**src/dbd_pkg.sv**
```systemverilog
// Shared types, constants and calendar tables for the day-difference pipeline.
package dbd_pkg;

   localparam int YEAR_W = 14;
   localparam int MONTH_W = 4;
   localparam int DAY_W = 5;
   localparam int DOY_W = 9;
   localparam int LEAPS_W = 13;
   localparam int DIFF_W = 23;
   localparam int PROD_W = 30;
   localparam int QUOT_W = 9;
   localparam int YSPAN_W = 23;
   localparam int SUM_W = 25;

   typedef logic [YEAR_W-1:0] year_type;
   typedef logic [MONTH_W-1:0] month_type;
   typedef logic [DAY_W-1:0] day_type;
   typedef logic [DOY_W-1:0] doy_type;
   typedef logic [LEAPS_W-1:0] leaps_type;
   typedef logic signed [DIFF_W-1:0] diff_type;
   typedef logic [PROD_W-1:0] prod_type;
   typedef logic [QUOT_W-1:0] quot_type;

   localparam year_type MAX_YEAR = 14'd10000;
   localparam int DIFF_LIMIT = 4194303;
   localparam int DAYS_PER_YEAR = 365;

   // floor(x / 100) == (x * DIV100_MAGIC) >> DIV100_SHIFT for x < 43690
   localparam logic [14:0] DIV100_MAGIC = 15'd20972;
   localparam int DIV100_SHIFT = 21;
   localparam logic [6:0] CENTURY = 7'd100;

   typedef struct packed {
      year_type  year;
      month_type month;
      day_type   day;
   } date_type;

   function automatic logic [4:0] month_len(input month_type m, input logic leap);
      logic [4:0] len;
      case (m)
         4'd1, 4'd3, 4'd5, 4'd7, 4'd8, 4'd10, 4'd12: len = 5'd31;
         4'd4, 4'd6, 4'd9, 4'd11:                     len = 5'd30;
         4'd2:                                        len = leap ? 5'd29 : 5'd28;
         default:                                     len = 5'd0;
      endcase
      return len;
   endfunction

   function automatic doy_type month_start(input month_type m);
      doy_type s;
      case (m)
         4'd1:    s = 9'd0;
         4'd2:    s = 9'd31;
         4'd3:    s = 9'd59;
         4'd4:    s = 9'd90;
         4'd5:    s = 9'd120;
         4'd6:    s = 9'd151;
         4'd7:    s = 9'd181;
         4'd8:    s = 9'd212;
         4'd9:    s = 9'd243;
         4'd10:   s = 9'd273;
         4'd11:   s = 9'd304;
         4'd12:   s = 9'd334;
         default: s = 9'd0;
      endcase
      return s;
   endfunction

endpackage

```
**src/dbd_year_calc.sv**
```systemverilog
// Per-year leap flag and leap-year count before the year, via reciprocal multiplies.
module dbd_year_calc import dbd_pkg::*; (
   input  logic      clock,
   input  logic      load,
   input  year_type  year,
   output year_type  year_out,
   output logic      leap,
   output leaps_type leaps
);

   year_type year_ff;
   prod_type floor_prod_ff, ceil100_prod_ff, ceil400_prod_ff;
   prod_type floor_prod_in, ceil100_prod_in, ceil400_prod_in;
   logic [14:0] plus99, plus399_q4;
   logic [15:0] plus399;
   quot_type q_floor, q_ceil100, q_ceil400;
   logic [15:0] century_base;
   logic [12:0] ceil4;

   assign plus99 = {1'b0, year} + 15'd99;
   assign plus399 = {2'b00, year} + 16'd399;
   assign plus399_q4 = {1'b0, plus399[15:2]};

   assign floor_prod_in = PROD_W'({1'b0, year} * DIV100_MAGIC);
   assign ceil100_prod_in = PROD_W'(plus99 * DIV100_MAGIC);
   assign ceil400_prod_in = PROD_W'(plus399_q4 * DIV100_MAGIC);

   always_ff @(posedge clock) begin
      if (load) begin
         year_ff <= year;
         floor_prod_ff <= floor_prod_in;
         ceil100_prod_ff <= ceil100_prod_in;
         ceil400_prod_ff <= ceil400_prod_in;
      end
   end

   assign q_floor = floor_prod_ff[DIV100_SHIFT +: QUOT_W];
   assign q_ceil100 = ceil100_prod_ff[DIV100_SHIFT +: QUOT_W];
   assign q_ceil400 = ceil400_prod_ff[DIV100_SHIFT +: QUOT_W];
   assign century_base = 16'(q_floor * CENTURY);

   // divisible by 4, and either not a century or a century divisible by 400
   assign leap = (year_ff[1:0] == 2'b00)
              && ((century_base != {2'b00, year_ff}) || (q_floor[1:0] == 2'b00));

   assign ceil4 = 13'(({1'b0, year_ff} + 15'd3) >> 2);
   assign leaps = ceil4 - LEAPS_W'(q_ceil100) + LEAPS_W'(q_ceil400);
   assign year_out = year_ff;

endmodule

```
**src/dbd_doy.sv**
```systemverilog
// Day-of-year lookup and malformed-date detection for one date.
module dbd_doy import dbd_pkg::*; (
   input  month_type month,
   input  day_type   day,
   input  logic      leap,
   input  logic      over_max,
   output doy_type   doy,
   output logic      bad
);

   logic [4:0] len;
   logic month_ok, day_ok;

   assign len = month_len(month, leap);
   assign month_ok = (month >= 4'd1) && (month <= 4'd12);
   assign day_ok = (day != 5'd0) && (day <= len);
   assign bad = !(month_ok && day_ok);

   always_comb begin
      if (bad || over_max) begin
         doy = '0;
      end else begin
         doy = month_start(month) + DOY_W'(day)
             + DOY_W'(leap && (month > 4'd2));
      end
   end

endmodule

```
**src/days_between_dates_core.sv**
```systemverilog
// Top level: four-stage pipeline giving the signed Gregorian day count between two dates.
//
// One word in per cycle while req_stall is low, one result out per word. Each word passes
// through the stage 1 to 4 registers in order, and rsp_valid is the stage 4 valid flag.
// Stage 1 orders the two dates, stage 2 holds the reciprocal products for the /100 and
// /400 leap counts, stage 3 forms leap flags, days of year and the whole-year span,
// stage 4 sums, signs and saturates into the output register. Each stage moves when the
// stage after it is empty or moving, so bubbles close up under rsp_stall and req_stall
// rises only with all four stages full. No state is kept between words.
module days_between_dates_core import dbd_pkg::*; (
   input  logic      clock,
   input  logic      reset,
   input  logic      req_valid,
   output logic      req_stall,
   input  year_type  req_first_year,
   input  month_type req_first_month,
   input  day_type   req_first_day,
   input  year_type  req_second_year,
   input  month_type req_second_month,
   input  day_type   req_second_day,
   output logic      rsp_valid,
   input  logic      rsp_stall,
   output diff_type  rsp_day_difference,
   output logic      rsp_invalid_date
);

   logic v1_ff, v2_ff, v3_ff, v4_ff;
   logic load1, load2, load3, load4;

   date_type first_in, second_in;
   logic before_in;

   date_type lo1_ff, hi1_ff;
   logic neg1_ff, eq1_ff;

   month_type lo_month2_ff, hi_month2_ff;
   day_type lo_day2_ff, hi_day2_ff;
   logic neg2_ff, eq2_ff;
   year_type lo_year2, hi_year2;
   logic lo_leap2, hi_leap2;
   leaps_type lo_leaps2, hi_leaps2;

   doy_type lo_doy2, hi_doy2;
   logic lo_bad2, hi_bad2;
   logic [YSPAN_W-1:0] span_in;

   doy_type lo_doy3_ff, hi_doy3_ff;
   leaps_type lo_leaps3_ff, hi_leaps3_ff;
   logic [YSPAN_W-1:0] span3_ff;
   logic neg3_ff, eq3_ff, bad3_ff;

   logic signed [SUM_W-1:0] sum, signed_sum, sat_sum;
   diff_type diff_in;
   diff_type diff_ff;
   logic invalid_ff;

   // bubble-collapsing advance
   assign load4 = !v4_ff || !rsp_stall;
   assign load3 = !v3_ff || load4;
   assign load2 = !v2_ff || load3;
   assign load1 = !v1_ff || load2;
   assign req_stall = !load1;

   always_ff @(posedge clock) begin
      if (reset) begin
         v1_ff <= 1'b0;
         v2_ff <= 1'b0;
         v3_ff <= 1'b0;
         v4_ff <= 1'b0;
      end else begin
         if (load1) v1_ff <= req_valid;
         if (load2) v2_ff <= v1_ff;
         if (load3) v3_ff <= v2_ff;
         if (load4) v4_ff <= v3_ff;
      end
   end

   // stage 1: ordering
   assign first_in = '{year: req_first_year, month: req_first_month, day: req_first_day};
   assign second_in = '{year: req_second_year, month: req_second_month, day: req_second_day};
   assign before_in = (first_in < second_in);

   always_ff @(posedge clock) begin
      if (load1) begin
         lo1_ff <= before_in ? first_in : second_in;
         hi1_ff <= before_in ? second_in : first_in;
         neg1_ff <= !before_in;
         eq1_ff <= (first_in == second_in);
      end
   end

   // stage 2: reciprocal products
   dbd_year_calc u_lo_year (
      .clock    (clock),
      .load     (load2),
      .year     (lo1_ff.year),
      .year_out (lo_year2),
      .leap     (lo_leap2),
      .leaps    (lo_leaps2)
   );

   dbd_year_calc u_hi_year (
      .clock    (clock),
      .load     (load2),
      .year     (hi1_ff.year),
      .year_out (hi_year2),
      .leap     (hi_leap2),
      .leaps    (hi_leaps2)
   );

   always_ff @(posedge clock) begin
      if (load2) begin
         lo_month2_ff <= lo1_ff.month;
         hi_month2_ff <= hi1_ff.month;
         lo_day2_ff <= lo1_ff.day;
         hi_day2_ff <= hi1_ff.day;
         neg2_ff <= neg1_ff;
         eq2_ff <= eq1_ff;
      end
   end

   // stage 3: leap flags, days of year, year span
   dbd_doy u_lo_doy (
      .month    (lo_month2_ff),
      .day      (lo_day2_ff),
      .leap     (lo_leap2),
      .over_max (lo_year2 > MAX_YEAR),
      .doy      (lo_doy2),
      .bad      (lo_bad2)
   );

   dbd_doy u_hi_doy (
      .month    (hi_month2_ff),
      .day      (hi_day2_ff),
      .leap     (hi_leap2),
      .over_max (hi_year2 > MAX_YEAR),
      .doy      (hi_doy2),
      .bad      (hi_bad2)
   );

   assign span_in = YSPAN_W'((hi_year2 - lo_year2) * 9'(DAYS_PER_YEAR));

   always_ff @(posedge clock) begin
      if (load3) begin
         lo_doy3_ff <= lo_doy2;
         hi_doy3_ff <= hi_doy2;
         lo_leaps3_ff <= lo_leaps2;
         hi_leaps3_ff <= hi_leaps2;
         span3_ff <= span_in;
         neg3_ff <= neg2_ff;
         eq3_ff <= eq2_ff;
         bad3_ff <= lo_bad2 || hi_bad2;
      end
   end

   // stage 4: sum, sign, saturate
   assign sum = $signed({2'b00, span3_ff})
              + $signed(SUM_W'(hi_leaps3_ff)) - $signed(SUM_W'(lo_leaps3_ff))
              + $signed(SUM_W'(hi_doy3_ff)) - $signed(SUM_W'(lo_doy3_ff));
   assign signed_sum = neg3_ff ? -sum : sum;

   always_comb begin
      if (signed_sum > SUM_W'(DIFF_LIMIT)) begin
         sat_sum = SUM_W'(DIFF_LIMIT);
      end else if (signed_sum < -SUM_W'(DIFF_LIMIT)) begin
         sat_sum = -SUM_W'(DIFF_LIMIT);
      end else begin
         sat_sum = signed_sum;
      end
   end

   assign diff_in = eq3_ff ? '0 : diff_type'(sat_sum[DIFF_W-1:0]);

   always_ff @(posedge clock) begin
      if (load4) begin
         diff_ff <= diff_in;
         invalid_ff <= bad3_ff;
      end
   end

   assign rsp_valid = v4_ff;
   assign rsp_day_difference = diff_ff;
   assign rsp_invalid_date = invalid_ff;

`ifndef SYNTHESIS
   a_stall_only_when_full: assert property (@(posedge clock) disable iff (reset)
      req_stall |-> (v1_ff && v2_ff && v3_ff && v4_ff))
      else $error("input stalled with a free pipeline stage");

   a_equal_gives_zero: assert property (@(posedge clock) disable iff (reset)
      (load4 && v3_ff && eq3_ff) |=> (rsp_day_difference == '0))
      else $error("equal dates gave a nonzero count");

   a_saturated_range: assert property (@(posedge clock) disable iff (reset)
      rsp_valid |-> (rsp_day_difference != diff_type'(23'h400000)))
      else $error("count outside saturation range");

   a_reset_empties: assert property (@(posedge clock)
      reset |=> !rsp_valid)
      else $error("result valid right after reset");
`endif

endmodule
```
**config.mk**
```make
export PLATFORM = sky130hd
export DESIGN_NAME = days_between_dates_core
export DESIGN_NICKNAME = d
export VERILOG_FILES = /design/src/dbd_pkg.sv /design/src/dbd_year_calc.sv /design/src/dbd_doy.sv /design/src/days_between_dates_core.sv
export SDC_FILE = /design/constraint.sdc
export NUM_CORES = 2
export LEC_CHECK = 0
export ABC_AREA = 0
export BUFFER_PORTS_ARGS = -buffer_cell sky130_fd_sc_hd__buf_2
export CELL_PAD_IN_SITES_DETAIL_PLACEMENT = 1
export CELL_PAD_IN_SITES_GLOBAL_PLACEMENT = 2
export CORE_MARGIN = 4
export CORE_UTILIZATION = 48
export CTS_CLUSTER_SIZE = 16
export DETAILED_ROUTE_END_ITERATION = 10
export PLACE_DENSITY = 0.92
export SLEW_MARGIN = 20
export SYNTH_ARGS = -nofsm -noshare
export SYNTH_HDL_FRONTEND = slang
export SYNTH_SLANG_ARGS = --single-unit
```
**constraint.sdc**
```tcl
create_clock -name clock -period 22.3 [get_ports clock]
set_clock_uncertainty 0.05 [all_clocks]
set_input_delay 2.23 -clock clock [delete_from_list [all_inputs] [get_ports clock]]
set_output_delay 2.23 -clock clock [all_outputs]
set_load 0.01 [all_outputs]
```
==> results.yml <==
synthesis:
  synth-xor-area-share_pct: 5.230
  yosys.area_share.simple_pct: 6.362
  synthCells: 3995
  synth_edf_count: 240
  synthMuxAreaShare_pct: 1.682
  synthMostInstantiatedCell: "inv_1"
  dominantRegCellSynth: "edfxtp_1"
  yosys-top-cells-area: "ha_1, fa_1, edfxtp_1"
  synth_compound_gate_area_share_pct: 7.781
  ys_types: 79
  ys_seq_elements: 262
  synth_area_per_cell_sq_um: 10.31
  synth_top_family_by_area: "adder cells"
  synth_area_sq_um: 41200
  async_reset_ff_share_pct: 0
  synth_area_leader_cell: "ha_1"
  syn_nets: 5429
  yosysTopAreaCellShare_pct: 27.18
  ys_seq_area_share_pct: 18.56
  yosys_warnings: 0
  synthAdderAreaFrac_pct: 50.94
  synthTopCellsByCount: "inv_1, ha_1, fa_1, edfxtp_1, xnor2_1"
sta:
  rsz0062_at_grt: "false"
  maxSlewHeadroom_pct: 30.87
  hold_viol_final: 0
  fin_crit_ps: 8442
  setup_violations: 0
  slew_violations: 0
  tns_ps: 0
  min_period_over_period_pct: 37.86
  worst-slew-pin-transition_ps: 1030
  clock.fmax_mhz: 118.5
cts:
  numCtsBuffers: 29
  cts_tree: "built"
  root_buffer: "clkbuf_16"
  cts_resized: 0
  clock_path_buffers: 3
  ctsHoldBuffers: 0
  clock_latency_ps: 600
  cts_setup_buffers: 0
  path_clk_slew_ps: 70
  clock_sinks: 262
  htreeDepth: 1
die:
  dieWidth_microns: 301.0
  io_pins: 76
  start_util_pct: 48.39
  die_h_microns: 301.0
  core.rowCount: 107
  die_area_sq_um: 90580
  core_sq_um: 85150
setup_path:
  worst_setup_path_start_kind: "flip-flop"
  arrival_ps: 8730
  crit_family: "adder cells"
  path_class: "reg -> reg"
  cp.depth: 27
  critical-path-max-stage-delay_ps: 800
  critPathBufInv: 5
  crit_end: "u_hi_year.ceil100_prod_ff[29]"
  crit_path_frequent_cell: "inv_1"
  worstPathMaxFanout: 10
  end_kind: "flip-flop"
  cp.required_ps: 22590
  r2r_slack_ps: 13860
  cp_slowest_cell: "edfxtp_1"
  rr_startpoint: "hi1_ff[9]"
  r2r-end: "u_hi_year.ceil100_prod_ff[29]"
  critPathLaunch: "hi1_ff[9]"
  reg2reg_depth: 27
grt:
  grt_pass1_wl_microns: 166200
  overflow: 0
  antenna_found_initial: 1
  grt_max_degree: 71
  grt_pass1_vias: 31395
  grt_util_all_layers_pct: 22.89
route:
  dr.pass1.iters: 5
  dr_total_vias: 27877
  viasPerCell: 5.307
  postRouteAntennaNets: 0
  first_iter_violations: 1268
  wl_per_cell_microns: 19.15
  drc: 0
  wl_microns: 100600
cells_and_area:
  multi_input_area_sq_um: 29690
  drive_gt1_share_pct: 5.549
  nets: 5520
  layout.area.seq_sq_um: 7647
  area.growth.synth_to_final_pct: 6.885
  antenna_cells: 0
  nFillCells: 9528
placed_design:
  place.gp.congestion: 0.8549
  port_buffers: 75
  dpl.hpwl_microns: 86060
min_path:
  holdCritStartpoint: "lo1_ff[4]"
  hold_path_class: "reg -> reg"
run:
  maxCapViolCount: 0
outcome:
  status: "complete, no violations"
[layout make-up]
class	count	area share, %
multi-input combinational	2701	67.43
tap	1144	3.250
inverter	999	8.515
clock buffer	37	1.762
sequential	262	17.37
clock inverter	17	0.5171
timing repair buffer	93	1.159
[metal layers]
layer / track usage, % / wire [microns] / vias up
li1: - / - / 13253
met1: 31.92 / 47220 / 14095
met2: 39.38 / 48110 / 428
met3: 2.264 / 3449 / 101
met4: 3.856 / 1827 / 0
met5: 0 / 0 / -
[worst min-delay path by stage]
stage	depth (start not counted)	to
after floorplan	0	eq2_ff
after global placement	0	hi_day2_ff[3]
after CTS	0	hi_day2_ff[4]
final	0	lo_day2_ff[4]
after global routing	0	lo_day2_ff[4]
after detailed placement	0	hi_day2_ff[4]
[kinds of logic (layout without fill, tap and decap cells)]
| kind of cell | count (synthesis) | after routing |
|---|---|---|
| compound gates | 479 | 479 |
| xor+xnor | 246 | 246 |
| fa+ha+maj | 1384 | 1384 |
| buf+inv | 1032 | 1146 |
| flops | 262 | 262 |
| mux | 63 | 63 |
| simple gates | 529 | 529 |
[cell usage in the layout (no fill, tap or decap), types with 13 or more instances in the layout]
cell / count
nor2_1: 139
and2_1: 14
nand2b_1: 19
o21a_1: 29
fa_1: 489
mux2_2: 50
xnor2_1: 179
nand3_1: 47
a21o_1: 78
buf_4: 18
and3_1: 27
a21oi_1: 123
o21bai_1: 14
nand4_1: 17
a211oi_1: 14
dfxtp_1: 22
nor2b_1: 30
mux2i_1: 13
clkbuf_16: 29
edfxtp_1: 240
nor4_1: 18
o21ai_0: 83
nand2_1: 122
a31oi_1: 16
nor3_1: 41
xor2_1: 66
buf_2: 75
o31ai_1: 16
ha_1: 895
inv_1: 998
[through the flow]
step / area, sq um / cells / hold WS (ps) / worst slack, ps / utilization, %
final: 44040 / 5253 / 376.5 / 13860 / 51.72
after global routing: 44040 / 5253 / 378.9 / 13310 / 51.72
after floorplan: 41200 / 3995 / 350.3 / 14890 / -
after CTS: 44020 / 5253 / 375.9 / 13830 / 51.70
after global placement: 43020 / 5199 / 351.4 / 14200 / 50.52
after detailed placement: 43020 / 5199 / 360.7 / 13840 / 50.52
[sequential cells by signal, summed over array words and instances, names as in the netlist, 5 cells and up, named ones only]
register	flops
hi1_ff	23
lo1_ff	23
rsp_day_difference	23
span3_ff	23
u_hi_year.year_out	14
u_lo_year.year_out	14
hi_leaps3_ff	13
lo_leaps3_ff	13
hi_doy3_ff	9
lo_doy3_ff	9
u_hi_year.ceil100_prod_ff	9
u_lo_year.ceil100_prod_ff	9
u_hi_year.ceil400_prod_ff	8
u_hi_year.floor_prod_ff	8
u_lo_year.ceil400_prod_ff	8
u_lo_year.floor_prod_ff	8
hi_day2_ff	5
lo_day2_ff	5
Power is not shown: default switching activity piles up to over one toggle a cycle in this logic, so the estimate is an artifact.
